### src/design/fptw_pkg.sv
// ----------------------------------------------------------------------------
// fptw_pkg
// shared types and constants of the four-level page table walker
// ----------------------------------------------------------------------------
package fptw_pkg;

	localparam int DEF_TABLE_PAGES = 64;
	localparam int DEF_PHYS_BITS   = 52;

	localparam int VA_W       = 64;
	localparam int PA_W       = 52;
	localparam int ENTRY_W    = 64;
	localparam int OP_W       = 2;
	localparam int STATUS_W   = 3;
	localparam int IDX_W      = 9;
	localparam int ENTRIES    = 512;
	localparam int PAGE_OFF_W = 12;

	// sign-extension field of a canonical address: bits 63:47
	localparam int CANON_LSB = 47;

	localparam logic [1:0] LEAF_LEVEL = 2'd3;
	localparam logic [1:0] ENT_TABLE  = 2'b11;  // present | writable

	typedef enum logic [OP_W-1:0] {
		OP_TRANSLATE = 2'd0,
		OP_MAP       = 2'd1,
		OP_UNMAP     = 2'd2
	} op_t;

	typedef enum logic [STATUS_W-1:0] {
		ST_OK        = 3'd0,
		ST_NONCANON  = 3'd1,
		ST_NOTMAPPED = 3'd2,
		ST_MAPPED    = 3'd3,
		ST_NOPAGES   = 3'd4
	} status_t;

	typedef enum logic [2:0] {
		S_CLEAR,
		S_IDLE,
		S_START,
		S_RD,
		S_EV,
		S_ZERO,
		S_LINK,
		S_OUT
	} state_t;

	// controller to datapath
	typedef struct packed {
		logic    load;
		logic    rd;
		logic    descend;
		logic    alloc;
		logic    zero_wr;
		logic    link_wr;
		logic    leaf_wr;
		logic    clr_wr;
		logic    set_res;
		status_t res_code;
		logic    post;
	} cmd_t;

	// datapath to controller
	typedef struct packed {
		logic is_translate;
		logic is_map;
		logic is_unmap;
		logic noncanon;
		logic present;
		logic in_win;
		logic at_leaf;
		logic pages_left;
		logic zero_last;
		logic out_free;
	} stat_t;

endpackage

### src/design/fptw_ctrl.sv
// ----------------------------------------------------------------------------
// fptw_ctrl
// sequencer of the walk: reads, allocation sweeps, entry writes, result
// ----------------------------------------------------------------------------
module fptw_ctrl import fptw_pkg::*; (
	input  logic  clk,
	input  logic  arst_n,
	input  logic  in_valid,
	input  stat_t st,
	output cmd_t  cmd,
	output logic  in_stall
);

	state_t state_q;
	state_t state_d;
	logic   op_known;

	assign op_known = st.is_translate | st.is_map | st.is_unmap;
	assign in_stall = (state_q != S_IDLE);

	always_ff @(posedge clk or negedge arst_n) begin
		if (!arst_n) begin
			state_q <= S_CLEAR;
		end else begin
			state_q <= state_d;
		end
	end

	// next state
	always_comb begin
		state_d = state_q;
		case (state_q)
			S_CLEAR: begin
				if (st.zero_last) state_d = S_IDLE;
			end
			S_IDLE: begin
				if (in_valid) state_d = S_START;
			end
			S_START: begin
				if (!op_known || st.noncanon) state_d = S_OUT;
				else state_d = S_RD;
			end
			S_RD: begin
				state_d = S_EV;
			end
			S_EV: begin
				if (st.at_leaf) state_d = S_OUT;
				else if (st.present && st.in_win) state_d = S_RD;
				else if (!st.present && st.is_map && st.pages_left) state_d = S_ZERO;
				else state_d = S_OUT;
			end
			S_ZERO: begin
				if (st.zero_last) state_d = S_LINK;
			end
			S_LINK: begin
				state_d = S_RD;
			end
			S_OUT: begin
				if (st.out_free) state_d = S_IDLE;
			end
			default: begin
				state_d = S_IDLE;
			end
		endcase
	end

	// commands
	always_comb begin
		cmd          = '0;
		cmd.res_code = ST_OK;
		case (state_q)
			S_CLEAR: begin
				cmd.zero_wr = 1'b1;
			end
			S_IDLE: begin
				cmd.load = in_valid;
			end
			S_START: begin
				if (!op_known) begin
					cmd.set_res  = 1'b1;
					cmd.res_code = ST_OK;
				end else if (st.noncanon) begin
					cmd.set_res  = 1'b1;
					cmd.res_code = ST_NONCANON;
				end
			end
			S_RD: begin
				cmd.rd = 1'b1;
			end
			S_EV: begin
				if (!st.at_leaf) begin
					if (st.present && st.in_win) begin
						cmd.descend = 1'b1;
					end else if (st.present) begin
						cmd.set_res  = 1'b1;
						cmd.res_code = ST_NOTMAPPED;
					end else if (!st.is_map) begin
						cmd.set_res  = 1'b1;
						cmd.res_code = ST_NOTMAPPED;
					end else if (!st.pages_left) begin
						cmd.set_res  = 1'b1;
						cmd.res_code = ST_NOPAGES;
					end else begin
						cmd.alloc = 1'b1;
					end
				end else begin
					cmd.set_res = 1'b1;
					if (st.is_map) begin
						if (st.present) begin
							cmd.res_code = ST_MAPPED;
						end else begin
							cmd.leaf_wr  = 1'b1;
							cmd.res_code = ST_OK;
						end
					end else begin
						// unmap clears the leaf whether or not it was present
						cmd.clr_wr   = st.is_unmap;
						cmd.res_code = st.present ? ST_OK : ST_NOTMAPPED;
					end
				end
			end
			S_ZERO: begin
				cmd.zero_wr = 1'b1;
			end
			S_LINK: begin
				cmd.link_wr = 1'b1;
			end
			S_OUT: begin
				cmd.post = st.out_free;
			end
			default: begin
				cmd = '0;
			end
		endcase
	end

endmodule

### config.mk
export PLATFORM = sky130hd
export DESIGN_NAME = fptw_ctrl
export DESIGN_NICKNAME = d
export VERILOG_FILES = /design/src/design/fptw_pkg.sv /design/src/design/fptw_ctrl.sv
export SDC_FILE = /design/constraint.sdc
export NUM_CORES = 1
export LEC_CHECK = 0
export ABC_AREA = 1
export BUFFER_PORTS_ARGS = -buffer_cell sky130_fd_sc_hd__buf_4
export CORE_AREA = 2 2 39 41
export CTS_CLUSTER_DIAMETER = 60
export CTS_CLUSTER_SIZE = 10
export DETAILED_ROUTE_END_ITERATION = 10
export DIE_AREA = 0 0 41 43
export GPL_ROUTABILITY_DRIVEN = 0
export PLACE_DENSITY_LB_ADDON = 0.1
export RECOVER_POWER = 25
export SYNTH_ARGS = -nofsm -noshare
export SYNTH_HDL_FRONTEND = slang
export SYNTH_SLANG_ARGS = --single-unit
export TNS_END_PERCENT = 50
### constraint.sdc
create_clock -name clk -period 3.05 [get_ports clk]
set_clock_uncertainty 0.2 [all_clocks]
set_input_delay 0.305 -clock clk [delete_from_list [all_inputs] [get_ports clk]]
set_output_delay 0.305 -clock clk [all_outputs]
set_load 0.005 [all_outputs]
==> results.ini <==
[power]
peakVddDrop_mv = 0.227
power_density_nw_per_um2 = 712
p_leak_nw = 0.407

[critical_path]
worstPathCellList = nor2_1 > nand2_2 > inv_2 > nand2_2 > o21ai_1 > buf_4
slowest_delay_ps = 480
crit_slowest_cell = dfrtp_1
crit_family = simple AND/OR/NAND/NOR gates
worst_ep_arrival_time_ps = 1580
required_ps = 2540
crit_top_cell = nand2_2
path_buf_inv = 2
worstSetupStartpointType = flip-flop
worst_setup_path_end_kind = output port
crit_fanout = 11
crit_type = flip-flop to output port

[yosys]
netlist_area_um2 = 457
syn_nets = 98
ys_ff_latch = 3
avgSynthCellArea_um2 = 5.50
synthCells = 83
ys_warn_count = 0
yosysSeqAreaShare_pct = 16.4
synthDistinctLibCells = 16

[global_routing]
gr-usage-all-layers_pct = 16.2
grt_pass1_wl_mm = 2.04
overflow = 0
grt_pass1_vias = 524
antenna_found_initial = 0
grt_max_degree = 12

[timing]
finalCritPeriodShare_pct = 68.2
holdWs_ps = 170
setup_viol = 0
tightest_slew_ps = 315
clock.fmax_ghz = 0.481
layout_min_cycle_time_ps = 2080
rsz0062_at_grt = false
timing.slew.headroom_pct = 79.0
drv_slew = 0
hold_viol = 0
setup_tns_ps = 0

[detailed_routing]
wl_per_cell_um = 9.09
drc_errors = 0
drt_wl_total_mm = 1.16
antenna_left = 0
firstDrtPassIters = 4
viasPerCell = 4.63
vias = 593
first_iter_violations = 8

[floorplanning]
die_w_um = 41
core-area_um2 = 1380
fp.dieH_um = 43
start_util_pct = 33.0
dieArea_um2 = 1760
std_cell_rows = 14
ios = 27

[final_layout]
regArea_um2 = 75.1
largest_register_ff_count = 3
n_antenna_cell = 0
fill_cells = 167
layout_common_cells = buf_4, nand2_1, nor2_1
regMostFlops = state_q
layout.nets = 128
area_delta_synth_final_pct = 48.8
final_common_cell = buf_4
layout-drive-gt1-share_pct = 32.1
multi_input_area_um2 = 304
reg_top3 = state_q (3)

[clock_tree]
clock-sinks = 3
cts_resized = 0
root_buffer = clkbuf_4
cts_tree = yes
cts_max_level = 1
numCtsBuffers = 3
clock_latency_ps = 240
clockBufferDepth = 2
clkTransAtPathRegs_ps = 40

[status]
outcome = finished clean

[placed_design]
hpwlAfterDp_um = 978
numPortBuffers = 26

[worst_hold_path]
hold_path_class = primary input to flip-flop

[job]
maxCapViolCount = 0

-- power breakdown --
group | internal, mW | total [mW] | switching, mW
sequential | 0.0619 | 0.111 | 0.0489
combinational | 0.135 | 0.302 | 0.168
clock | 0.0491 | 0.0708 | 0.0217
total | 0.246 | 0.484 | 0.238
-- logic make-up after synthesis --
family | share of synthesized area [%]
simple gates | 57.3
buf+inv | 16.4
compound gates | 4.38
flops | 16.4
fa+ha+maj | 5.48
-- worst paths after layout --
kind,startpoint,to,slack (ps),cells past startpoint
max,state_q[0]$_DFFE_PN0P_,cmd[4],970,6
min,st[0],state_q[1]$_DFFE_PN0P_,170,4
max reg2reg,state_q[0]$_DFFE_PN0P_,state_q[2]$_DFFE_PN0P_,1520,7
min reg2reg,state_q[2]$_DFFE_PN0P_,state_q[2]$_DFFE_PN0P_,470,2
max in group asynchronous,arst_n,state_q[2]$_DFFE_PN0P_,2290,2
min in group asynchronous,arst_n,state_q[0]$_DFFE_PN0P_,210,2
-- synthesized netlist by cell type --
| cell | instances | area (µm²) |
|---|---|---|
| buf_6 | 2 | 22.5 |
| dfrtp_1 | 3 | 75.1 |
| ha_1 | 2 | 25.0 |
| inv_1 | 11 | 41.3 |
| inv_2 | 3 | 11.3 |
| nand2_1 | 22 | 82.6 |
| nand2_2 | 3 | 18.8 |
| nand3_1 | 10 | 50.1 |
| nand3_2 | 1 | 10.0 |
| nand4_1 | 3 | 18.8 |
| nor2_1 | 14 | 52.6 |
| nor2_2 | 2 | 12.5 |
| nor3_1 | 2 | 10.0 |
| nor4_1 | 1 | 6.26 |
| o21ai_0 | 3 | 15.0 |
| o21ai_1 | 1 | 5.00 |
-- worst reg2reg max path, cell delays in order, from the launching register on --
cell	delay, ps
dfrtp_1	480
nor2_1	290
nand2_2	160
inv_2	90
nand2_2	60
nand3_1	90
nand2_1	50
nand2_1	50
-- final cells by class --
| class | count | area share [%] |
|---|---|---|
| Timing Repair Buffer | 27 | 29.7 |
| Tap cell | 16 | 2.95 |
| Multi-Input combinational cell | 64 | 44.8 |
| Sequential cell | 3 | 11.0 |
| Clock buffer | 4 | 3.87 |
| Inverter | 14 | 7.73 |
-- timing repair --
item                                   in CTS  in global routing
endpoints found under the hold margin       3                  0
hold buffers                                1                  0
setup buffers                               0                  0
-- routing by layer --
layer | GRT usage [%] | up-vias | wire length [µm]
met1 | 20.3 | 256 | 486
met2 | 26.9 | 16 | 602
met3 | 0 | 2 | 57
met5 | 0 | - | 0
li1 | - | 319 | -
met4 | 8.00 | 0 | 17
-- through the flow --
step | utilization (%) | std cells | cell area [µm²] | worst slack [ps] | power [mW]
floorplan | - | 83 | 457 | 1590 | 0.325
global placement | 46.9 | 123 | 649 | 1350 | 0.420
detailed placement | 46.9 | 123 | 649 | 1320 | 0.421
CTS | 49.5 | 128 | 686 | 1050 | 0.496
global route | 49.1 | 128 | 679 | 782 | 0.550
finish | 49.1 | 128 | 679 | 969 | 0.484
No activity file was read; power rests on OpenSTA's default activity.
